`src/design/ifp_fifo.sv`:
```
module ifp_fifo #(
  parameter int Depth = 4
) (
  input  logic        clk_i,
  input  logic        rst_ni,
  input  logic        push_i,
  input  logic [1:0]  status_i,
  input  logic [1:0]  kind_i,
  input  logic [7:0]  ident_i,
  input  logic [30:0] val_i [6],
  input  logic [31:0] good_i,
  input  logic [31:0] bad_i,
  input  logic        pop_i,
  output logic        empty_o,
  output logic        afull_o,
  output logic [1:0]  status_o,
  output logic [1:0]  kind_o,
  output logic [7:0]  ident_o,
  output logic [30:0] val_o [6],
  output logic [31:0] good_o,
  output logic [31:0] bad_o
);

  localparam int AW = $clog2(Depth);
  localparam int W = 2 + 2 + 8 + 6 * 31 + 64;

  logic [W-1:0]  mem_q [Depth];
  logic [AW-1:0] wp_q, rp_q;
  logic [AW:0]   cnt_q;
  logic [W-1:0]  wd, rd;
  logic          do_pop;

  assign wd = {status_i, kind_i, ident_i, val_i[0], val_i[1], val_i[2],
               val_i[3], val_i[4], val_i[5], good_i, bad_i};
  assign rd = mem_q[rp_q];
  assign {status_o, kind_o, ident_o, val_o[0], val_o[1], val_o[2],
          val_o[3], val_o[4], val_o[5], good_o, bad_o} = rd;
  assign empty_o = (cnt_q == '0);
  assign do_pop = pop_i && !empty_o;
  // leave room for items already in the front and back stages
  assign afull_o = (cnt_q >= (AW+1)'(Depth - 2));

  always_ff @(posedge clk_i or negedge rst_ni) begin
    if (!rst_ni) begin
      wp_q <= '0;
      rp_q <= '0;
      cnt_q <= '0;
    end else begin
      if (push_i) wp_q <= wp_q + AW'(1);
      if (do_pop) rp_q <= rp_q + AW'(1);
      cnt_q <= cnt_q + (AW+1)'(push_i) - (AW+1)'(do_pop);
    end
  end

  always_ff @(posedge clk_i) begin
    if (push_i) mem_q[wp_q] <= wd;
  end

  a_no_ovf: assert property (@(posedge clk_i) disable iff (!rst_ni)
      push_i |-> cnt_q < (AW+1)'(Depth) || do_pop)
    else $error("overflow");

endmodule

```
`config.mk`:
```
export PLATFORM = sky130hd
export DESIGN_NAME = ifp_fifo
export DESIGN_NICKNAME = d
export VERILOG_FILES = /design/src/design/ifp_fifo.sv
export SDC_FILE = /design/constraint.sdc
export NUM_CORES = 1
export LEC_CHECK = 0
export BUFFER_PORTS_ARGS = -buffer_cell sky130_fd_sc_hd__buf_4
export CORE_MARGIN = 2
export CORE_UTILIZATION = 56
export CTS_CLUSTER_DIAMETER = 200
export DETAILED_ROUTE_END_ITERATION = 12
export GPL_TIMING_DRIVEN = 0
export PLACE_DENSITY = 0.76
export SLEW_MARGIN = 0
export SYNTH_ARGS = -nofsm -noshare
export SYNTH_HDL_FRONTEND = slang
export SYNTH_SLANG_ARGS = --single-unit
```
`constraint.sdc`:
```
create_clock -name clk_i -period 10.13 [get_ports clk_i]
set_input_delay 2.026 -clock clk_i [delete_from_list [all_inputs] [get_ports clk_i]]
set_output_delay 2.026 -clock clk_i [all_outputs]
set_load 0.02 [all_outputs]
```
==> impl_metrics.csv <==
group,metric,value,unit
run_status,outcome,"finished clean",
clock_network,post-cts-setup-buffer-count,0,
timing,postLayoutSetupSlackWorst,5280,ps
yosys,synth_nets,1681,
worst_setup_path,cp.required,8100,ps
worst_setup_path,cp-startpoint,"rp_q[1]",
die,fp.dieH,266,µm
global_route,antenna_found_initial,13,
placement,hpwl,50800,µm
cells_and_area,fill_cells,4067,
yosys,yosysWarnings,0,
worst_setup_path,crit_fanout,10,
worst_setup_path,worstSetupEndpoint,"val_o[0]",
worst_setup_path,slowest_stage,"clkbuf_1",
worst_setup_path,critPathArrivalTime,2820,ps
yosys,synth_top_area_frac,0.819,
placement,post-place-ws,5910,ps
worst_setup_path,cp_cell_sequence,"buf_2 > clkbuf_1 > mux4_2 > buf_4",
timing,hold_violations,0,
worst_setup_path,crit-reg2reg-capture,"mem_q[0][79]",
global_route,grt.overflow.total,0,
worst_setup_path,r2r_setup_slack,7560,ps
worst_setup_path,ff2ff_path_depth,5,
route,routed_wl,80100,µm
cells_and_area,syn_to_final_growth,22.7,%
placement,portBuffers,529,
yosys,yosys.area.top_type,"edfxtp_1",
route,avgViaCountPerCell,5.75,
power,leakagePower,0.0162,µW
die,dieArea,0.0708,mm²
global_route,grt_usage,0.226,
cells_and_area,final_nets,2332,
timing,fin_crit_sh,0.479,
global_route,grt_start_max_net_pins,58,
clock_network,hold_buffers,0,
route,drc_errors,0,
yosys,yosys.cell_types.count,19,
yosys,ys_top_cells_by_area,"edfxtp_1, mux4_2, buf_12",
clock_network,cts_buffer_depth,3,
route,drt-initial-drc-count,1333,
die,fp.coreArea,0.0682,mm²
clock_network,clock-root-buffer,"clkbuf_16",
cells_and_area,layout_commonest_cell,"edfxtp_1",
clock_network,cts_resized,0,
yosys,syn_area_per_cell,27.3,µm²
job,maxCapViolCount,0,
timing,whs,543,ps
yosys,synthCells,1407,
min_path,hp-class,"flop to flop",
worst_setup_path,crit_type,"flop to primary output",
power,ir_drop,0.000199,V
worst_setup_path,endpoint_kind,"primary output",
clock_network,clock-sinks,1055,
timing,worst_slew_pin_slew,1130,ps
timing,setup_viol,0,
cells_and_area,finalInstanceArea,0.0472,mm²
yosys,ys_seq_elements,1055,
timing,fin_skew,20.8,ps
yosys,synth_area,0.0384,mm²
clock_network,h-tree-depth,3,
clock_network,clock_latency,650,ps
clock_network,cts_tree,"yes",
timing,setup_tns,0,ps
worst_setup_path,cp.depth,4,
timing,min_period,4850,ps
worst_setup_path,critPathBufInv,3,
timing,max_freq,0.206,GHz
worst_setup_path,reg2reg_from,"wp_q[0]",
timing,slew_viol_final,0,
power,p_per_area,311,mW/mm²
route,wl_per_cell,26.5,µm
die,start_util,0.564,
die,num_rows,96,
worst_setup_path,crit_family,"buffers and inverters",
placement,postPlaceCellArea,0.0440,mm²
yosys,ys_seq_area_frac,0.823,
power,p_total,14700,µW
worst_setup_path,start_kind,"flop",
route,vias,17393,
timing,grt_setup_unrepaired,"no",
clock_network,cts_buffers,102,
die,die_w,266,µm
die,ioPinCount,530,
route,drtAntennaViolNets,0,
global_route,grt_pass1_wl,117000,µm
clock_network,cts.clk_slew.worst_paths,60,ps
global_route,first_global_vias,18372,
placement,place.gp.congestion,0.752,
cells_and_area,post_route_cells_drive_above_1_share,0.468,
route,drt-pass1-iter-count,5,
timing,worst_slew_margin_rel,0.246,
cells_and_area,mostFrequentLayoutCells,"edfxtp_1, buf_4, mux4_2",
worst_setup_path,cpPeakStageDelay,880,ps
==> routing by layer <==
| metal | vias up | GRT usage | share of wire |
|---|---|---|---|
| met4 | 8 | 0.0753 | 0.028 |
| met1 | 9187 | 0.281 | 0.36 |
| li1 | 7454 | - | - |
| met3 | 123 | 0.0807 | 0.097 |
| met2 | 621 | 0.372 | 0.51 |
| met5 | - | 0 | 0.00059 |
==> worst register-to-register path, delay by kind of cell (launching register included) <==
family | cells | cell delay (ps)
fa+ha+maj | 1 | 150
simple gates | 1 | 750
buf+inv | 3 | 850
flops | 1 | 420
==> how the worst min path moves through the flow <==
stage                  from  endpoint  slack (ps)  cells past startpoint
finish              wp_q[0]   wp_q[0]         540                      1
global route        wp_q[0]   wp_q[0]         560                      1
CTS                 wp_q[0]   wp_q[0]         540                      1
detailed placement  wp_q[0]   wp_q[0]         530                      1
global placement    wp_q[0]   wp_q[0]         500                      1
floorplan           wp_q[0]   wp_q[0]         490                      1
==> per-stage QoR <==
step	util	cells
after floorplan	-	1407
after global placement	0.638	2818
after detailed placement	0.645	2836
after CTS	0.691	3018
after global routing	0.692	3024
final	0.692	3026
==> power by group <==
| group | switching, µW | internal [µW] |
|---|---|---|
| Combinational | 2890 | 2340 |
| Sequential | 171 | 5700 |
| Clock | 1550 | 2030 |
| Total | 4610 | 10100 |
==> registers in the layout, summed over array words and instances, names as in the netlist <==
register  count
mem_q      1048
cnt_q         3
wp_q          2
rp_q          2
==> Yosys cell counts <==
| master | n |
|---|---|
| and2_1 | 4 |
| o31ai_1 | 2 |
| buf_12 | 22 |
| dfrtp_1 | 7 |
| nor3_1 | 1 |
| o21ai_0 | 1 |
| clkbuf_1 | 3 |
| nand2_1 | 1 |
| buf_2 | 18 |
| edfxtp_1 | 1048 |
| mux4_2 | 262 |
| o311ai_0 | 1 |
| inv_1 | 9 |
| buf_1 | 8 |
| xnor2_1 | 2 |
| fa_1 | 1 |
| xor2_1 | 2 |
| buf_6 | 8 |
| ha_1 | 7 |
==> cells by family after synthesis <==
family                   Yosys count  synth area share
buffers and inverters             68            0.0181
adder cells (fa/ha/maj)            8           0.00280
XOR/XNOR                           4          0.000911
AND/OR/NAND/NOR                    6          0.000878
multiplexers                     262             0.153
AO/OA/AOI/OAI                      4          0.000748
flip-flops                      1055             0.823
==> layout make-up <==
type | count | area, µm² | share of cell area
multi-input combinational | 284 | 6120 | 0.130
timing repair buffer | 547 | 4450 | 0.0943
sequential | 1055 | 31600 | 0.671
buffer | 59 | 662 | 0.0140
antenna | 8 | 20.0 | 0.000424
clock buffer | 131 | 2730 | 0.0577
clock inverter | 51 | 434 | 0.00920
tap | 882 | 1100 | 0.0234
inverter | 9 | 33.8 | 0.000716
Note: power is estimated with default switching activity, not from simulation.
