[src/design/ifp_pkg.sv]
package ifp_pkg;

  localparam logic [7:0] SyncMark = 8'h55;
  localparam logic [7:0] IdAtt    = 8'h01;
  localparam logic [7:0] IdImu    = 8'h03;
  localparam logic [7:0] IdTemp   = 8'h04;
  localparam logic [7:0] LenAtt   = 8'd6;
  localparam logic [7:0] LenImu   = 8'd12;
  localparam logic [7:0] LenTemp  = 8'd8;
  localparam logic [7:0] AttScale = 8'd180;

  localparam logic [1:0] StGood    = 2'd0;
  localparam logic [1:0] StNoDec   = 2'd1;
  localparam logic [1:0] StSumErr  = 2'd2;
  localparam logic [1:0] StLenErr  = 2'd3;

  localparam logic [1:0] KindNone = 2'd0;
  localparam logic [1:0] KindAtt  = 2'd1;
  localparam logic [1:0] KindImu  = 2'd2;
  localparam logic [1:0] KindTemp = 2'd3;

  localparam logic [0:0] RegAccel = 1'b0;
  localparam logic [0:0] RegGyro  = 1'b1;

  // frame end record passed from the parser to the decoder
  typedef struct packed {
    logic [1:0]  status;
    logic [1:0]  kind;
    logic [7:0]  ident;
    logic [15:0] w0;
    logic [15:0] w1;
    logic [15:0] w2;
    logic [15:0] w3;
    logic [15:0] w4;
    logic [15:0] w5;
    logic [31:0] good;
    logic [31:0] bad;
  } frame_t;

endpackage

[src/design/ifp_back.sv]
module ifp_back (
  input  logic            clk_i,
  input  logic            rst_ni,
  input  logic            valid_i,
  input  ifp_pkg::frame_t frame_i,
  input  logic [14:0]     accel_scale_i,
  input  logic [14:0]     gyro_scale_i,
  output logic            valid_o,
  output logic [1:0]      status_o,
  output logic [1:0]      kind_o,
  output logic [7:0]      ident_o,
  output logic [30:0]     val_o [6],
  output logic [31:0]     good_o,
  output logic [31:0]     bad_o
);

  logic signed [15:0] w [6];
  logic signed [15:0] m [6];
  logic signed [30:0] p [6];

  assign w[0] = frame_i.w0;
  assign w[1] = frame_i.w1;
  assign w[2] = frame_i.w2;
  assign w[3] = frame_i.w3;
  assign w[4] = frame_i.w4;
  assign w[5] = frame_i.w5;

  always_comb begin
    for (int i = 0; i < 6; i++) begin
      m[i] = '0;
      p[i] = '0;
    end
    if (frame_i.status == ifp_pkg::StGood) begin
      unique case (frame_i.kind)
        ifp_pkg::KindAtt: begin
          for (int i = 0; i < 3; i++) m[i] = {8'd0, ifp_pkg::AttScale};
        end
        ifp_pkg::KindImu: begin
          for (int i = 0; i < 3; i++) begin
            m[i] = {1'b0, accel_scale_i};
            m[i+3] = {1'b0, gyro_scale_i};
          end
        end
        ifp_pkg::KindTemp: m[3] = 16'sd1;
        default: ;
      endcase
    end
    // drop unused words so stale payload never reaches the result
    for (int i = 0; i < 6; i++) begin
      if (m[i] != '0) p[i] = 31'(32'(w[i]) * 32'(m[i]));
    end
  end

  always_ff @(posedge clk_i or negedge rst_ni) begin
    if (!rst_ni) valid_o <= 1'b0;
    else valid_o <= valid_i;
  end

  always_ff @(posedge clk_i) begin
    status_o <= frame_i.status;
    kind_o <= frame_i.kind;
    ident_o <= frame_i.ident;
    good_o <= frame_i.good;
    bad_o <= frame_i.bad;
    for (int i = 0; i < 6; i++) val_o[i] <= p[i];
  end

endmodule

[config.mk]
export PLATFORM = sky130hd
export DESIGN_NAME = ifp_back
export DESIGN_NICKNAME = d
export VERILOG_FILES = /design/src/design/ifp_pkg.sv /design/src/design/ifp_back.sv
export SDC_FILE = /design/constraint.sdc
export NUM_CORES = 2
export LEC_CHECK = 0
export BUFFER_PORTS_ARGS = -buffer_cell sky130_fd_sc_hd__buf_2
export CAP_MARGIN = 20
export CORE_ASPECT_RATIO = 0.75
export CORE_UTILIZATION = 27
export CTS_CLUSTER_DIAMETER = 60
export DETAILED_ROUTE_END_ITERATION = 16
export GPL_TIMING_DRIVEN = 0
export PLACE_DENSITY_LB_ADDON = 0.08
export RECOVER_POWER = 50
export SETUP_SLACK_MARGIN = 0.02
export SYNTH_ARGS = -nofsm -noshare
export SYNTH_HDL_FRONTEND = slang
export SYNTH_SLANG_ARGS = --single-unit
[constraint.sdc]
create_clock -name clk_i -period 0.85 [get_ports clk_i]
set_input_delay 0.085 -clock clk_i [delete_from_list [all_inputs] [get_ports clk_i]]
set_output_delay 0.085 -clock clk_i [all_outputs]
set_load 0.02 [all_outputs]
==> flow_results.org <==
** Route
- Total wirelength of the detailed-routed design :: 275000 um
- Via count of the routed design :: 51400
- First-pass iteration count of the detailed router :: 6
- In the final routed layout, each cell accounts on average for 25.3 um.
- Dividing the detail-routed via count by the number of cells gives 4.73.
- Number of DRC markers in iteration 0 :: 4663
- Total DRC errors in the routed layout :: 0
- The detail route stage leaves a number of antenna-violating nets equal to 0.

** Critical path
- Crit Path Class :: in -> reg
- Data arrives at the worst endpoint at 7.01 ns.
- Data on the critical path is required at its endpoint by 1.41 ns.
- Cell mode on critical path :: sky130_fd_sc_hd__fa_1
- The slowest stage of the critical path is the sky130_fd_sc_hd__fa_2 cell.
- The worst setup path is captured at a flop.
- Largest incremental delay on the critical path :: 0.63 ns
- The worst setup path is launched from an input port.
- CP Max Fanout :: 5

** Run status
- Violations in the final reports :: negative hold slack, negative setup slack
- The flow ran to the end, but the final reports show violations.

** Hold path
- The worst hold path belongs to the class in -> reg.
- The worst hold path terminates at val_o[156].
- In this run the most critical hold path is launched from frame_i[145].
- Number of stages on the worst hold path :: 4

** Logic synthesis
- After synthesis the cells add up to 62000 um^2.
- Post-Syn Nets :: 8910
- By area the synthesized netlist is led by sky130_fd_sc_hd__fa_1 (47%), sky130_fd_sc_hd__inv_1 (10%), sky130_fd_sc_hd__ha_1 (9.6%).
- Share of synthesized area occupied by flip-flops and latches :: 8.50%
- Each instance of the synthesized netlist takes up on average 9.14 um^2.
- Portion of synthesized cell area occupied by the leading cell type :: 46.7%
- The cell count after synthesis came out at 6782.
- In the synthesized netlist the async set-or-reset flop fraction comes to 0.380%.
- For this run, the number of Yosys warnings is 0.
- The synthesized design contains 0 enable-type register cells.
- Post-synthesis sequential element count :: 263
- In the synthesized netlist the dominant register cell turns out to be sky130_fd_sc_hd__dfxtp_1.
- Post-synth cell types :: 76
- The largest total area in the synthesized netlist belongs to sky130_fd_sc_hd__fa_1.

** STA
- After layout, the worst path uses 759% of the clock period.
- Maximum clock rate :: 155 MHz
- The number of max-slew violations in the final report came to 0.
- For the pin with the worst max-slew slack, the measured transition is 1.30 ns.
- Time the worst path needs with I/O delays and setup :: 6.45 ns
- Fin. Hold Viols :: 1
- Setup repair after global routing could not meet its margin everywhere.
- Once routing completed, OpenROAD measured the worst setup slack at -5.60 ns.
- Setup total negative slack on the finished layout was measured at -894.91 ns.
- In this run the tightest slew margin relative to its limit is 13.6%.
- Number of setup violations in the final report :: 449
- WHS :: -0.0164 ns

** Clock network
- Buffers inserted to repair hold after CTS numbered 160.
- Clock tree synthesis inserted a total of 42 buffers.
- Clock Path Buffers :: 3
- Clock Pin Slew Worst Setup and Hold Paths :: 0.06 ns
- The H-tree was split into 2 levels.
- TritonCTS built the clock tree.
- Clock tree synthesis found a total of 263 sinks.
- Cell at the root of the clock tree :: sky130_fd_sc_hd__clkbuf_16

** Place
- At the end of routability-driven placement, the weighted congestion stood at 0.938.
- Placed Area :: 68800 um^2
- The wire-length estimate of the detail-placed layout is 226000 um.
- Port Buffer Count :: 463

** Floorplanning
- Initial standard-cell utilization of the core :: 27.3%
- 468 I/O pins were placed.
- Core footprint :: 227000 um^2
- From left edge to right edge, the die measures 555 um.
- The floorplan has 151 rows.
- Die Y :: 417 um
- Area of the die :: 231000 um^2

** Finish
- The area growth from synthesis to layout is 27.4%.
- Fraction of final layout cells with drive strength greater than 1 :: 19.6%
- Net total in the final layout :: 9846
- Non-Filler Cell Area, Final :: 78900 um^2
- Post-layout utilization of the core :: 34.8%

** Run
- MaxCap Viol Count :: 0

** Global route
- Pin count of the biggest net entering global routing :: 13
- Congestion Overflow GR :: 0
- The first global-routing pass estimated 389000 um of wire.
- Vias in the first global route :: 52600
- Overall global routing resource usage :: 23.7%
- Number of antenna violations at the first check in global routing :: 113

** Power and ir drop
- The design draws 58100 uW.
- In this run the power density over the cells is 736 nW/um^2.
- Summed over all cells, the static leakage comes to 0.0405 uW.
- Peak supply drop :: 0.00162 V
-- kinds of logic after synthesis --
family | synth area share, %
buf+inv | 12.5
simple gates | 15.4
fa+ha+maj | 56.3
compound gates | 4.57
flops | 8.50
xor+xnor | 2.61
mux | 0.0969
-- metrics by stage --
| step | std cells | setup WS [ns] |
|---|---|---|
| after floorplan | 6782 | -5.68 |
| after global placement | 10300 | -9.24 |
| after detailed placement | 10300 | -8.64 |
| after CTS | 10700 | -5.56 |
| after global routing | 10800 | -5.70 |
| final | 10900 | -5.60 |
-- Yosys cell counts (11+ instances only) --
cell type,n
sky130_fd_sc_hd__o21a_1,25
sky130_fd_sc_hd__inv_1,1706
sky130_fd_sc_hd__clkbuf_1,263
sky130_fd_sc_hd__nor3_1,45
sky130_fd_sc_hd__dfxtp_1,262
sky130_fd_sc_hd__buf_4,11
sky130_fd_sc_hd__nand4_1,15
sky130_fd_sc_hd__nor2b_1,16
sky130_fd_sc_hd__a211oi_1,33
sky130_fd_sc_hd__o21bai_1,20
sky130_fd_sc_hd__nand2_1,846
sky130_fd_sc_hd__a21oi_1,120
sky130_fd_sc_hd__a31oi_1,12
sky130_fd_sc_hd__ha_1,477
sky130_fd_sc_hd__and3_1,581
sky130_fd_sc_hd__o21ai_0,74
sky130_fd_sc_hd__nand3_1,22
sky130_fd_sc_hd__nor2_1,197
sky130_fd_sc_hd__xor2_1,59
sky130_fd_sc_hd__buf_1,28
sky130_fd_sc_hd__xnor2_1,126
sky130_fd_sc_hd__fa_1,1446
sky130_fd_sc_hd__o211ai_1,12
sky130_fd_sc_hd__and2_1,168
sky130_fd_sc_hd__buf_2,25
sky130_fd_sc_hd__a21o_1,59
-- cells in the final DEF, fill, tap and decap left out, types with 152 or more instances in the layout --
cell type                       count
sky130_fd_sc_hd__inv_1           1650
sky130_fd_sc_hd__fa_1            1363
sky130_fd_sc_hd__nand2_1          816
sky130_fd_sc_hd__and3_1           549
sky130_fd_sc_hd__buf_2            474
sky130_fd_sc_hd__ha_1             403
sky130_fd_sc_hd__dfxtp_1          262
sky130_fd_sc_hd__buf_4            195
sky130_fd_sc_hd__nor2_1           170
sky130_fd_sc_hd__dlygate4sd3_1    160
sky130_fd_sc_hd__and2_1           159
sky130_fd_sc_hd__clkbuf_1         152
-- layer usage --
layer / track usage [%] / vias up / routed length [um]
li1: - / 22200 / -
met1: 36.1 / 26600 / 131000
met2: 32.1 / 2169 / 108000
met3: 6.53 / 365 / 27600
met4: 6.07 / 40 / 7620
met5: 0.374 / - / 384
-- how the worst max path moves through the flow --
stage	depth (start not counted)	slack [ns]	end	start
final	27	-5.60	val_o[123]	frame_i[169]
after global routing	27	-5.70	val_o[123]	frame_i[169]
after CTS	30	-5.56	val_o[185]	frame_i[168]
after detailed placement	28	-8.64	val_o[30]	frame_i[168]
after global placement	28	-9.24	val_o[30]	frame_i[168]
after floorplan	27	-5.68	val_o[185]	frame_i[168]
-- repair_timing --
action	in CTS	in global routing
setup buffers	109	133
gates cloned	2	5
endpoints found under the setup margin	449	449
hold endpoints to repair	85	1
pin swaps	159	281
resized for setup	777	512
-- worst max-delay path, delay by kind of cell --
| family | cells | cell delay (ns) |
|---|---|---|
| adder cells (fa/ha/maj) | 8 | 3.57 |
| AND/OR/NAND/NOR | 8 | 1.53 |
| buffers and inverters | 8 | 0.93 |
| AO/OA/AOI/OAI | 2 | 0.70 |
| XOR/XNOR | 1 | 0.18 |
-- registers in the layout (all words and copies together), names as in the netlist --
signal	cells
val_o	186
bad_o	32
good_o	32
ident_o	8
kind_o	2
status_o	2
valid_o	1
-- cell type report --
cell class	instances	area, um^2
fill	23600	148000
multi-input combinational	4482	51900
timing repair buffer	901	6810
inverter	1706	6460
sequential	263	5270
tap	3060	3830
buffer	322	3120
clock buffer	54	1170
clock inverter	23	269
antenna	57	143
-- power by group --
| group | switching [uW] | total (uW) | internal [uW] |
|---|---|---|---|
| clock network | 7840 | 18400 | 10500 |
| logic | 16400 | 26000 | 9660 |
| registers | 333 | 13700 | 13400 |
| total | 24500 | 58100 | 33600 |
(Power assumes the default switching activity.)
