===== src/design/ifp_pkg.sv =====
package ifp_pkg;

  localparam logic [7:0] SyncMark = 8'h55;
  localparam logic [7:0] IdAtt    = 8'h01;
  localparam logic [7:0] IdImu    = 8'h03;
  localparam logic [7:0] IdTemp   = 8'h04;
  localparam logic [7:0] LenAtt   = 8'd6;
  localparam logic [7:0] LenImu   = 8'd12;
  localparam logic [7:0] LenTemp  = 8'd8;
  localparam logic [7:0] AttScale = 8'd180;

  localparam logic [1:0] StGood    = 2'd0;
  localparam logic [1:0] StNoDec   = 2'd1;
  localparam logic [1:0] StSumErr  = 2'd2;
  localparam logic [1:0] StLenErr  = 2'd3;

  localparam logic [1:0] KindNone = 2'd0;
  localparam logic [1:0] KindAtt  = 2'd1;
  localparam logic [1:0] KindImu  = 2'd2;
  localparam logic [1:0] KindTemp = 2'd3;

  localparam logic [0:0] RegAccel = 1'b0;
  localparam logic [0:0] RegGyro  = 1'b1;

  // frame end record passed from the parser to the decoder
  typedef struct packed {
    logic [1:0]  status;
    logic [1:0]  kind;
    logic [7:0]  ident;
    logic [15:0] w0;
    logic [15:0] w1;
    logic [15:0] w2;
    logic [15:0] w3;
    logic [15:0] w4;
    logic [15:0] w5;
    logic [31:0] good;
    logic [31:0] bad;
  } frame_t;

endpackage


===== src/design/ifp_front.sv =====
module ifp_front #(
  parameter int MaxPayload = 32
) (
  input  logic                 clk_i,
  input  logic                 rst_ni,
  input  logic                 valid_i,
  input  logic [7:0]           byte_i,
  output logic                 valid_o,
  output ifp_pkg::frame_t      frame_o
);

  localparam int IdxW = $clog2(MaxPayload + 1);

  localparam logic [2:0] PhSync1 = 3'd0;
  localparam logic [2:0] PhSync2 = 3'd1;
  localparam logic [2:0] PhId    = 3'd2;
  localparam logic [2:0] PhLen   = 3'd3;
  localparam logic [2:0] PhData  = 3'd4;
  localparam logic [2:0] PhCheck = 3'd5;

  logic [2:0]      phase_q, phase_d;
  logic [7:0]      id_q, id_d;
  logic [7:0]      len_q, len_d;
  logic [IdxW-1:0] idx_q, idx_d;
  logic [7:0]      sum_q, sum_d;
  logic [31:0]     good_q, good_d, bad_q, bad_d;
  logic [7:0]      store_q [12];
  logic            emit;
  ifp_pkg::frame_t frm;

  always_comb begin
    phase_d = phase_q;
    id_d = id_q;
    len_d = len_q;
    idx_d = idx_q;
    sum_d = sum_q;
    good_d = good_q;
    bad_d = bad_q;
    emit = 1'b0;
    frm = '0;
    if (valid_i) begin
      unique case (phase_q)
        PhSync2: begin
          if (byte_i == ifp_pkg::SyncMark) begin
            sum_d = sum_q + byte_i;
            phase_d = PhId;
          end else begin
            phase_d = PhSync1;
            sum_d = '0;
            idx_d = '0;
          end
        end
        PhId: begin
          id_d = byte_i;
          sum_d = sum_q + byte_i;
          phase_d = PhLen;
        end
        PhLen: begin
          if (32'(byte_i) > 32'(MaxPayload)) begin
            bad_d = bad_q + 32'd1;
            phase_d = PhSync1;
            sum_d = '0;
            idx_d = '0;
            emit = 1'b1;
            frm.status = ifp_pkg::StLenErr;
          end else begin
            len_d = byte_i;
            sum_d = sum_q + byte_i;
            idx_d = '0;
            phase_d = (byte_i == 8'd0) ? PhCheck : PhData;
          end
        end
        PhData: begin
          idx_d = idx_q + IdxW'(1);
          sum_d = sum_q + byte_i;
          if (8'(idx_d) >= len_q) phase_d = PhCheck;
        end
        PhCheck: begin
          emit = 1'b1;
          frm.ident = id_q;
          if (byte_i != sum_q) begin
            bad_d = bad_q + 32'd1;
            frm.status = ifp_pkg::StSumErr;
          end else begin
            good_d = good_q + 32'd1;
            frm.status = ifp_pkg::StNoDec;
            if (id_q == ifp_pkg::IdAtt && len_q == ifp_pkg::LenAtt) begin
              frm.status = ifp_pkg::StGood;
              frm.kind = ifp_pkg::KindAtt;
            end else if (id_q == ifp_pkg::IdImu && len_q == ifp_pkg::LenImu) begin
              frm.status = ifp_pkg::StGood;
              frm.kind = ifp_pkg::KindImu;
            end else if (id_q == ifp_pkg::IdTemp && len_q == ifp_pkg::LenTemp) begin
              frm.status = ifp_pkg::StGood;
              frm.kind = ifp_pkg::KindTemp;
            end
          end
          frm.w0 = {store_q[1], store_q[0]};
          frm.w1 = {store_q[3], store_q[2]};
          frm.w2 = {store_q[5], store_q[4]};
          frm.w3 = {store_q[7], store_q[6]};
          frm.w4 = {store_q[9], store_q[8]};
          frm.w5 = {store_q[11], store_q[10]};
          phase_d = PhSync1;
          sum_d = '0;
          idx_d = '0;
        end
        default: begin
          if (byte_i == ifp_pkg::SyncMark) begin
            sum_d = byte_i;
            phase_d = PhSync2;
          end else begin
            phase_d = PhSync1;
            sum_d = '0;
            idx_d = '0;
          end
        end
      endcase
    end
    frm.good = good_d;
    frm.bad = bad_d;
  end

  always_ff @(posedge clk_i or negedge rst_ni) begin
    if (!rst_ni) begin
      phase_q <= PhSync1;
      id_q <= '0;
      len_q <= '0;
      idx_q <= '0;
      sum_q <= '0;
      good_q <= '0;
      bad_q <= '0;
      valid_o <= 1'b0;
    end else begin
      phase_q <= phase_d;
      id_q <= id_d;
      len_q <= len_d;
      idx_q <= idx_d;
      sum_q <= sum_d;
      good_q <= good_d;
      bad_q <= bad_d;
      valid_o <= emit;
    end
  end

  // only the first twelve payload bytes are ever decoded
  always_ff @(posedge clk_i) begin
    if (valid_i && phase_q == PhData && idx_q < IdxW'(12)) begin
      store_q[idx_q[3:0]] <= byte_i;
    end
    frame_o <= frm;
  end

  property p_cnt_step;
    @(posedge clk_i) disable iff (!rst_ni)
      valid_o |-> (good_q - $past(good_q)) + (bad_q - $past(bad_q)) == 32'd1;
  endproperty
  a_cnt_step: assert property (p_cnt_step) else $error("counter step");

  a_no_cnt: assert property (@(posedge clk_i) disable iff (!rst_ni)
      !valid_o |-> good_q == $past(good_q) && bad_q == $past(bad_q))
    else $error("counter moved");

  a_len: assert property (@(posedge clk_i) disable iff (!rst_ni)
      phase_q == PhData |-> 32'(len_q) <= 32'(MaxPayload))
    else $error("length");

endmodule


===== config.mk =====
export PLATFORM = sky130hd
export DESIGN_NAME = ifp_front
export DESIGN_NICKNAME = d
export VERILOG_FILES = /design/src/design/ifp_pkg.sv /design/src/design/ifp_front.sv
export SDC_FILE = /design/constraint.sdc
export NUM_CORES = 1
export LEC_CHECK = 0
export BUFFER_PORTS_ARGS = -buffer_cell sky130_fd_sc_hd__buf_2
export CORE_MARGIN = 3
export CORE_UTILIZATION = 60
export DETAILED_ROUTE_END_ITERATION = 6
export PLACE_DENSITY = 0.84
export SLEW_MARGIN = 40
export SYNTH_ARGS = -nofsm -noshare
export SYNTH_HDL_FRONTEND = slang
export SYNTH_SLANG_ARGS = --single-unit

===== constraint.sdc =====
create_clock -name clk_i -period 4.75 [get_ports clk_i]
set_input_delay 0.2375 -clock clk_i [delete_from_list [all_inputs] [get_ports clk_i]]
set_output_delay 0.2375 -clock clk_i [all_outputs]
set_load 0.1 [all_outputs]

==> results of run 1 <==
==> area by class of cell <==
| class | instances | area share |
|---|---|---|
| flip-flops and latches | 366 | 0.598 |
| multi-input cells | 480 | 0.225 |
| clock buffers | 54 | 0.0729 |
| repair buffers | 187 | 0.0659 |
| well taps | 265 | 0.0226 |
| clock inverters | 11 | 0.0107 |
| inverters | 17 | 0.00435 |
==> cells in the mapped netlist, types with 22 or more instances <==
cell	n
nand2_1	43
edfxtp_1	96
and2_1	120
nand4_1	22
xor2_1	23
dfrtp_1	98
nand3_1	26
clkbuf_1	22
xnor2_1	51
nor2_1	32
dfxtp_1	172
and3_1	23
==> per-stage QoR <==
stage | power, mW | cells
finish | 6.22 | 1380
global route | 6.41 | 1380
CTS | 6.26 | 1379
detailed placement | 3.40 | 1313
global placement | 3.40 | 1313
floorplan | 3.34 | 891
==> worst max-delay path, stage by stage (launching register included) <==
cell     delay [ns]
dfrtp_1        0.38
ha_1           0.36
nor4_1         0.36
and4b_1        0.43
nand2_1        0.40
nor2_1         0.54
nand3_1        0.17
xnor2_1        0.22
==> flip-flops by register name (all words and copies together) (netlist names) <==
| signal | cells |
|---|---|
| bad_q | 32 |
| frame_o | 172 |
| good_q | 32 |
| id_q | 8 |
| idx_q | 6 |
| len_q | 8 |
| phase_q | 3 |
| store_q | 96 |
| sum_q | 8 |
| valid_o | 1 |
==> kinds of logic (layout without fill, tap and decap cells) <==
family	after synthesis	after routing
AO/OA/AOI/OAI	53	53
XOR/XNOR	74	74
adder cells (fa/ha/maj)	21	21
buffers and inverters	45	269
flip-flops	366	366
multiplexers	17	17
AND/OR/NAND/NOR	315	315
==> where the power goes <==
group	total, mW	leakage [nW]	internal [mW]	switching [mW]
clock network	2.88	0.595	1.74	1.14
logic	0.111	2.47	0.0290	0.0820
registers	3.22	3.60	3.22	0.00802
total	6.22	6.66	4.98	1.23
==> cells in the final DEF (no fill, tap or decap), types with 12 or more instances in the layout <==
cell       netlist  final
dfrtp_1         98     98
dfxtp_1        172    172
nand4_1         22     22
nor3_1          15     15
mux2_2          16     16
nand3_1         26     26
buf_2            5    182
xnor2_1         51     51
and2_1         120    120
and3_1          23     23
nor2_1          32     31
a21oi_1         15     15
inv_1           17     17
nand2_1         43     43
edfxtp_1        96     96
ha_1            20     20
xor2_1          23     23
clkbuf_16        0     37
o21ai_0         12     12
==> per-layer routing <==
| metal | vias to the layer above | part of all wire | track usage |
|---|---|---|---|
| met5 | - | 0 | 0 |
| met4 | 0 | 0.025 | 0.0838 |
| met3 | 51 | 0.068 | 0.0501 |
| met2 | 249 | 0.50 | 0.373 |
| met1 | 3598 | 0.41 | 0.276 |
| li1 | 3464 | - | - |
==> final timing paths <==
| path | from | endpoint | cells after the start |
|---|---|---|---|
| min in group asynchronous | rst_ni | good_q[31]$_DFF_PN0_ | 2 |
| worst min-delay path | byte_i[6] | store_q[10][6]$_DFFE_PP_ | 1 |
| worst max-delay path | sum_q[4]$_DFFE_PN0P_ | good_q[17]$_DFF_PN0_ | 7 |
| worst min register to register | store_q[5][5]$_DFFE_PP_ | frame_o[125]$_SDFF_PN0_ | 1 |
| max in group asynchronous | rst_ni | bad_q[30]$_DFF_PN0_ | 3 |
| worst max register to register | sum_q[4]$_DFFE_PN0P_ | good_q[17]$_DFF_PN0_ | 7 |
==> results_dict.tcl, run 1 <==
set metrics [dict create \
    status "finished clean" \
    multi_input_area_um2 3300 \
    final_nets 1120 \
    hpwlAfterDp_mm 15.1 \
    async_flop_share 0.268 \
    die_area_um2 22200 \
    critical_path_class "reg2reg" \
    port_buffers 183 \
    wl_per_cell_um 17.7 \
    synth_xor_area_frac 0.0529 \
    register_area_um2 8780 \
    post-route-util 0.742 \
    placed_area_um2 13400 \
    yosys_warnings 0 \
    synth_top_area_share 0.281 \
    clk_latency_ns 0.52 \
    cts.htree.levels 2 \
    ff2ff_setup_slack_ns 1.80 \
    dieHeight_um 149 \
    first_pass_iters 4 \
    yosys-mux-area-fraction 0.0155 \
    netlist_area_um2 12300 \
    post_cts.repair.setup_buffers 0 \
    std_cell_rows 51 \
    grt_pass1_wl_mm 38.4 \
    ys_ff_latch 366 \
    cts.clk_slew.worst_paths_ns 0.07 \
    max_freq_mhz 339 \
    synth_area_leaders "dfxtp_1 28%, edfxtp_1 24%, dfrtp_1 20%" \
    cts_tree "done" \
    drtIter0Drc 404 \
    antenna_found_initial 0 \
    synth_top_cell_by_area "dfxtp_1" \
    min_period_over_period 0.621 \
    grt_pass1_vias 7360 \
    antenna_cells 0 \
    ant_nets 0 \
    pre_cts_ws_ns 1.58 \
    synthToLayoutAreaGrowth_pct 19.8 \
    hold_class "in2reg" \
    wl_mm 24.5 \
    viasPerCell 5.33 \
    start_util 0.619 \
    drc 0 \
    setup_ws_ns 1.80 \
    yosysSeqAreaShare 0.717 \
    skew_ns 0.0188 \
    maxCapViolCount 0 \
    slew_violations 0 \
    holdWs_ns 0.149 \
    avgSynthCellArea_um2 13.7 \
    gp_congestion 0.843 \
    finalHoldViolCount 0 \
    ios 184 \
    track_usage 0.219 \
    cts_hold_buf 1 \
    cts_root_buf "clkbuf_16" \
    fill_cells 1221 \
    slew_headroom 0.512 \
    setup_viol 0 \
    synthAdderAreaFrac 0.0221 \
    rsz0062_at_grt "no" \
    synthSimpleGateAreaFrac 0.150 \
    synth_cells 891 \
    synth_top_family_by_area "simple AND/OR/NAND/NOR gates" \
    final_area_um2 14700 \
    synth_nets 923 \
    cts_sinks 366 \
    max_slew.worst_pin.slew_ns 0.725 \
    synth_compound_area_frac 0.0287 \
    cts_resized 0 \
    ir_drop_mv 0.332 \
    worstSetupEndpointType "flip-flop" \
    grt.overflow.total 0 \
    via_count 7362 \
    period_needed_ns 2.95 \
    worstPathArrival_ns 3.36 \
    cp_max_fo 13 \
    synth_flop_cell "dfxtp_1" \
    clockBufferDepth 3 \
    dieWidth_um 149 \
    synth_edf_count 96 \
    numCtsBuffers 36 \
    setup_tns_ns 0 \
    drive_gt1_frac 0.244 \
    core_area_um2 19800 \
    cp.required_ns 5.16 \
    p_leak_nw 6.66 \
    grt_max_degree 105 \
    powerDensity_nw_per_um2 424 \
    critical_path.startpoint_type "flip-flop" \
    synthDistinctLibCells 53 \
]
Note: power is estimated with default switching activity, not from simulation.
==> run 2, diff against run 1 <==
--- a/config.mk
+++ b/config.mk
@@ -5,11 +5,12 @@
 export SDC_FILE = /design/constraint.sdc
 export NUM_CORES = 1
 export LEC_CHECK = 0
+export ABC_AREA = 1
 export BUFFER_PORTS_ARGS = -buffer_cell sky130_fd_sc_hd__buf_2
 export CORE_MARGIN = 3
-export CORE_UTILIZATION = 60
+export CORE_UTILIZATION = 57
 export DETAILED_ROUTE_END_ITERATION = 6
-export PLACE_DENSITY = 0.84
+export PLACE_DENSITY = 0.8
 export SLEW_MARGIN = 40
 export SYNTH_ARGS = -nofsm -noshare
 export SYNTH_HDL_FRONTEND = slang
==> constraint.sdc (replaced) <==
create_clock -name clk_i -period 2.8 [get_ports clk_i]
set_input_delay 0.14 -clock clk_i [delete_from_list [all_inputs] [get_ports clk_i]]
set_output_delay 0.14 -clock clk_i [all_outputs]
set_load 0.1 [all_outputs]
==> run 2 against run 1 <==
Against the previous run:
- synthesized cell count up 51%
- wire length up 19%
- clock power up 66%
- highest routed layer unchanged
- final area up 8.6%
- worst hold slack worse by 0.10 ns
- sequential power up 91%
- non-clock buffer count up 17
- clock-buffer cell count down 6
- fmax up 23%
- register-to-register slack worse by 1.4 ns
- largest cell class unchanged
==> results_dict.tcl, run 2 <==
set metrics [dict create \
    post-route-util 0.698 \
    regMostFlops "frame_o" \
    cts_resized 0 \
    p_leak_nw 7.68 \
    slew_violations 0 \
    cts_sinks 366 \
    critical_path.startpoint_type "flip-flop" \
    dieHeight_um 159 \
    die_area_um2 25300 \
    rr_startpoint "sum_q[4]$_DFFE_PN0P_" \
    fill_cells 1730 \
    start_util 0.584 \
    ff2ff_setup_slack_ns 0.41 \
    cts_tree "done" \
    post_cts.repair.setup_buffers 0 \
    setup_tns_ns 0 \
    cp_cell_sequence "ha_1 -> inv_1 -> nand3_1 -> nor2_4 -> nand2_2 -> nand2_1 -> nand2_2 -> nand2_1 -> nand2_1 -> a21oi_1" \
    r2r_end "bad_q[8]$_DFF_PN0_" \
    setup_ws_ns 0.406 \
    critical_path_class "reg2reg" \
    antenna_found_initial 0 \
    std_cell_rows 55 \
    cts_root_buf "clkbuf_16" \
    min_period_over_period 0.855 \
    synth_commonest_cells "246 x nand2_1, 207 x nor2_1, 204 x inv_1" \
    netlist_area_um2 13300 \
    yosys_warnings 0 \
    layout.cells.most_common "nand2_1" \
    worstSetupEndpointType "flip-flop" \
    reg2regPathDepth 10 \
    crit_top_cell "nand2_1" \
    via_count 9557 \
    port_buffers 183 \
    synth_area_leaders "dfxtp_1 26%, edfxtp_1 22%, dfrtp_1 18%" \
    grt_pass1_wl_mm 47.7 \
    clk_latency_ns 0.53 \
    maxCapViolCount 0 \
    cp.required_ns 3.22 \
    pre_cts_ws_ns 0.471 \
    period_needed_ns 2.39 \
    hold_class "in2reg" \
    antenna_cells 0 \
    synth_flop_cell "dfxtp_1" \
    cts_hold_buf 1 \
    finalPower_mw 14.3 \
    core_area_um2 22800 \
    largest_reg_flops 172 \
    synthToLayoutAreaGrowth_pct 19.5 \
    cts.htree.levels 2 \
    viasPerCell 5.01 \
    synth_top_cell_by_area "dfxtp_1" \
    cts.clk_slew.worst_paths_ns 0.06 \
    status "finished clean" \
    cpPeakStageDelay_ns 0.41 \
    ios 184 \
    track_usage 0.230 \
    first_pass_iters 5 \
    min_to "store_q[10][7]$_DFFE_PP_" \
    grt_max_degree 106 \
    wl_per_cell_um 15.3 \
    avgSynthCellArea_um2 9.91 \
    yosysSeqAreaShare 0.658 \
    drtIter0Drc 709 \
    numCtsBuffers 37 \
    grt.overflow.total 0 \
    synth_edf_count 96 \
    mostFrequentLayoutCells "246 x nand2_1, 207 x nor2_1, 204 x inv_1, 182 x buf_2, 172 x dfxtp_1" \
    setup_viol 0 \
    rsz0062_at_grt "no" \
    clockBufferDepth 3 \
    hpwlAfterDp_mm 19.5 \
    ir_drop_mv 0.881 \
    cp_max_fo 12 \
    synth_top_area_share 0.258 \
    slew_headroom 0.514 \
    worstHoldStart "byte_i[7]" \
    max_freq_mhz 418 \
    powerDensity_nw_per_um2 898 \
    drc 0 \
    grt_pass1_vias 9407 \
    async_flop_share 0.268 \
    slowest_stage "nand2_1" \
    ys_ff_latch 366 \
    finalHoldViolCount 0 \
    wl_mm 29.2 \
    max_slew.worst_pin.slew_ns 0.729 \
    final_nets 1598 \
    synthDistinctLibCells 43 \
    worstHoldPathCells 1 \
    dieWidth_um 159 \
    ant_nets 0 \
    drive_gt1_frac 0.187 \
    synth_nets 1378 \
    gp_congestion 0.873 \
    worstPathArrival_ns 2.82 \
    synth_cells 1346 \
    skew_ns 0.0217 \
    post-synth-top-count-cell "nand2_1" \
]
[run 2: cell types whose count changed after synthesis, sizes merged, moves of 14 or more]
cell   before  now
mux2       16    0
o21ai      12   49
inv        17  208
nand3      27   67
nor2       33  217
and2      120    1
xnor2      51   11
nand2      43  254
nand4      23   37
and3       24    2
nor3       15   31
[run 2: worst max path at each step]
stage	depth (start not counted)	slack, ns	startpoint	to
3_5_place_dp	10	0.47	sum_q[3]$_DFFE_PN0P_	bad_q[8]$_DFF_PN0_
3_3_place_gp	10	0.50	sum_q[2]$_DFFE_PN0P_	bad_q[8]$_DFF_PN0_
6_report	10	0.41	sum_q[4]$_DFFE_PN0P_	bad_q[8]$_DFF_PN0_
4_1_cts	10	0.42	sum_q[2]$_DFFE_PN0P_	bad_q[8]$_DFF_PN0_
5_1_grt	10	0.27	sum_q[3]$_DFFE_PN0P_	bad_q[8]$_DFF_PN0_
2_1_floorplan	5	0.83	phase_q[0]$_DFFE_PN0P_	store_q[3][0]$_DFFE_PP_
[run 2: kinds of logic after synthesis]
kind of cell               count (synthesis)  share of synthesized area
and+or+nand+nor                          622                      0.205
xor gates and xnor gates                  26                     0.0176
buffers and inverters                    233                     0.0674
AOI/OAI and AO/OA                         78                     0.0315
adders and majority gates                 21                     0.0203
DFF                                      366                      0.658
[run 2: cell type report]
| cell class | count | area, um2 | area share |
|---|---|---|---|
| Clock buffer | 48 | 1040 | 0.0651 |
| Clock inverter | 20 | 173 | 0.0108 |
| Inverter | 210 | 796 | 0.0499 |
| Multi-Input combinational cell | 747 | 3660 | 0.230 |
| Sequential cell | 366 | 8780 | 0.551 |
| Tap cell | 313 | 392 | 0.0246 |
| Timing Repair Buffer | 204 | 1100 | 0.0692 |
[run 2: critical path: cells and delay by family, from the launching register on]
family | cells | cell delay, ns
buf+inv | 1 | 0.13
flops | 1 | 0.39
simple gates | 7 | 1.22
fa+ha+maj | 1 | 0.33
compound gates | 1 | 0.20
[run 2: where the power goes]
group / internal, mW / switching (mW) / leakage [nW]
combinational: 0.606 / 2.77 / 3.53
clock: 2.75 / 2.02 / 0.593
sequential: 5.90 / 0.249 / 3.56
total: 9.26 / 5.04 / 7.68
[run 2: metrics by stage]
step | hold slack [ns] | cell area, um2 | cells
global route | 0.0427 | 15900 | 1908
finish | 0.0483 | 15900 | 1908
floorplan | -0.156 | 13300 | 1346
global placement | 0.245 | 14700 | 1839
CTS | 0.0356 | 15900 | 1908
detailed placement | 0.243 | 14700 | 1839
[run 2: metal layers]
metal / share of wire / vias up / wire length, um / track usage
li1: - / 4703 / - / -
met1: 0.43 / 4471 / 12600 / 0.309
met2: 0.48 / 351 / 14200 / 0.399
met3: 0.071 / 32 / 2060 / 0.0372
met4: 0.015 / 0 / 427 / 0.0557
met5: 0 / - / 0 / 0
==> run 3, diff against run 2 <==
--- a/config.mk
+++ b/config.mk
@@ -5,10 +5,9 @@
 export SDC_FILE = /design/constraint.sdc
 export NUM_CORES = 1
 export LEC_CHECK = 0
-export ABC_AREA = 1
 export BUFFER_PORTS_ARGS = -buffer_cell sky130_fd_sc_hd__buf_2
 export CORE_MARGIN = 3
-export CORE_UTILIZATION = 57
+export CORE_UTILIZATION = 56
 export DETAILED_ROUTE_END_ITERATION = 6
 export PLACE_DENSITY = 0.8
 export SLEW_MARGIN = 40
==> constraint.sdc (replaced) <==
create_clock -name clk_i -period 2.7 [get_ports clk_i]
set_input_delay 0.135 -clock clk_i [delete_from_list [all_inputs] [get_ports clk_i]]
set_output_delay 0.135 -clock clk_i [all_outputs]
set_load 0.005 [all_outputs]
==> run 3 against run 2 <==
Against the previous run:
- via count fell by 23%
- wire length shrank 17%
- final cell count is 26% lower
- setup slack worse by 0.21 ns
- clock power up 3%
- total power shrank 25%
- register-to-register slack lost 0.21 ns
- global-route usage shrank 2.6 points
- flip-flop and latch count unchanged
- sequential power shrank 7.8%
- fmax is 4.5% lower
- critical endpoint is now good_q[28]$_DFF_PN0_
- largest power group unchanged
- highest routed layer unchanged
==> results_dict.tcl, run 3 (synthesized netlist as in run 1, its figures left out) <==
set metrics [dict create \
    status "finished clean" \
    grt_pass1_wl_mm 39.0 \
    cp_cell_sequence "ha_1 -> nor4_1 -> and4b_1 -> nand2_1 -> buf_4 -> nor3_1 -> xor2_1" \
    numCtsBuffers 36 \
    use_met1 0.279 \
    combPwrFrac 0.018 \
    slew_violations 0 \
    die_area_um2 23700 \
    port_buffers 183 \
    final_nets 1136 \
    viasPerCell 5.24 \
    std_cell_rows 53 \
    finalHoldViolCount 0 \
    critical_path.startpoint_type "flip-flop" \
    cts.htree.levels 2 \
    min_period_over_period 0.928 \
    final_cells 1407 \
    cp_max_fo 10 \
    hold_class "in2reg" \
    drtIter0Drc 347 \
    worstHoldStart "byte_i[0]" \
    start_util 0.576 \
    drive_gt1_frac 0.251 \
    powerDensity_nw_per_um2 730 \
    fill_cells 1459 \
    met2_usage 0.329 \
    dp.cells 1339 \
    dieHeight_um 154 \
    synthToLayoutAreaGrowth_pct 20.6 \
    pre_cts_ws_ns 0.178 \
    first_pass_iters 5 \
    track_usage 0.205 \
    max_freq_mhz 399 \
    cpPeakStageDelay_ns 0.42 \
    grt.overflow.total 0 \
    period_needed_ns 2.51 \
    drc 0 \
    hpwlAfterDp_mm 15.4 \
    core_area_um2 21300 \
    worstSetupStartpoint "sum_q[5]$_DFFE_PN0P_" \
    mostFrequentLayoutCells "182 x buf_2, 172 x dfxtp_1, 120 x and2_1, 98 x dfrtp_1, 96 x edfxtp_1" \
    worstSetupEndpointType "flip-flop" \
    ios 184 \
    maxCapViolCount 0 \
    critical_path_class "reg2reg" \
    critPathTopFamily "simple AND/OR/NAND/NOR gates" \
    slowest_stage "nor4_1" \
    regMostFlops "frame_o" \
    slew_headroom 0.610 \
    cts_root_buf "clkbuf_16" \
    cts.clk_slew.worst_paths_ns 0.06 \
    dieWidth_um 154 \
    via_count 7375 \
    grt_max_degree 105 \
    p_int_mw 8.63 \
    clockBufferDepth 3 \
    grt_pass1_vias 7433 \
    clkPwrFrac 0.456 \
    clk_latency_ns 0.52 \
    setup_ws_ns 0.193 \
    layout.cells.most_common "buf_2" \
    busiest_layer "met2" \
    setup_viol 0 \
    wl_mm 24.1 \
    cp_num_buf_inv 1 \
    p_leak_nw 6.72 \
    cts_sinks 366 \
    largest_reg_flops 172 \
    rr_startpoint "sum_q[5]$_DFFE_PN0P_" \
    ant_nets 0 \
    holdWs_ns 0.0566 \
    max_slew.worst_pin.slew_ns 0.580 \
    gp_congestion 0.825 \
    antenna_cells 0 \
    swShare 0.200 \
    cp.required_ns 3.11 \
    ir_drop_mv 0.555 \
    worstPathArrival_ns 2.91 \
    antenna_found_initial 0 \
    pwr-share-seq 0.526 \
    grt.met3_usage 0.0408 \
    cts_tree "done" \
    skew_ns 0.0158 \
    p_sw_mw 2.15 \
    wl_per_cell_um 17.2 \
]
[run 3: cell count changes in the layout (fill, tap and decap cells not counted), sizes merged, moves of 12 or more]
cell	before	now
nor2	217	33
nand4	37	23
nand3	67	27
o21ai	49	12
and2	1	120
xnor2	11	51
nor3	31	15
nand2	254	43
inv	210	19
and3	2	24
mux2	0	16
clkinv	15	3
[run 3: routing by layer]
metal / routed length, um / part of all wire
met1: 10600 / 0.44
met2: 11500 / 0.47
met3: 1370 / 0.057
met4: 688 / 0.028
met5: 0 / 0
[run 3: what timing repair did]
item                                   CTS  global route
endpoints found under the hold margin  100             0
setup buffers                            0             0
setup endpoints to repair                0             4
resized for setup                        0             1
hold buffers                             2             0
[run 3: power by group through the flow]
| stage | clock, mW | sequential [mW] | combinational, mW |
|---|---|---|---|
| floorplan | 0 | 5.78 | 0.0830 |
| global placement | 0 | 5.79 | 0.192 |
| detailed placement | 0 | 5.79 | 0.195 |
| CTS | 5.01 | 5.67 | 0.199 |
| global route | 5.24 | 5.67 | 0.220 |
| finish | 4.92 | 5.67 | 0.196 |
[run 3: path summary, 6_finish.rpt]
path | slack, ns | cells past startpoint | to
worst max-delay path | 0.19 | 7 | good_q[28]$_DFF_PN0_
worst min-delay path | 0.06 | 4 | sum_q[0]$_DFFE_PN0P_
worst max register to register | 0.19 | 7 | good_q[28]$_DFF_PN0_
worst min register to register | 0.43 | 1 | frame_o[121]$_SDFF_PN0_
max in group asynchronous | 1.91 | 3 | bad_q[23]$_DFF_PN0_
min in group asynchronous | 0.08 | 2 | good_q[30]$_DFF_PN0_
[run 3: stage by stage]
stage	setup TNS, ns	utilization	total power, mW	cell area, um2
finish	0	0.694	10.8	14800
global route	-0.00552	0.694	11.1	14800
CTS	0	0.694	10.9	14800
detailed placement	0	0.637	5.98	13600
global placement	0	0.637	5.98	13600
floorplan	0	-	5.87	12300
[run 3: cell type report]
| cell class | count | area [um2] | area share |
|---|---|---|---|
| tap | 275 | 344 | 0.0233 |
| clock inverter | 7 | 92.6 | 0.00627 |
| timing repair buffer | 203 | 1090 | 0.0738 |
| multi-input combinational | 480 | 3310 | 0.224 |
| clock buffer | 59 | 1100 | 0.0744 |
| sequential | 366 | 8780 | 0.594 |
| inverter | 17 | 63.8 | 0.00432 |
[run 3: tightest hold or removal path: stages]
cell,delay [ns]
buf_2,0.09
ha_1,0.15
a21oi_1,0.07
nor2_1,0.08
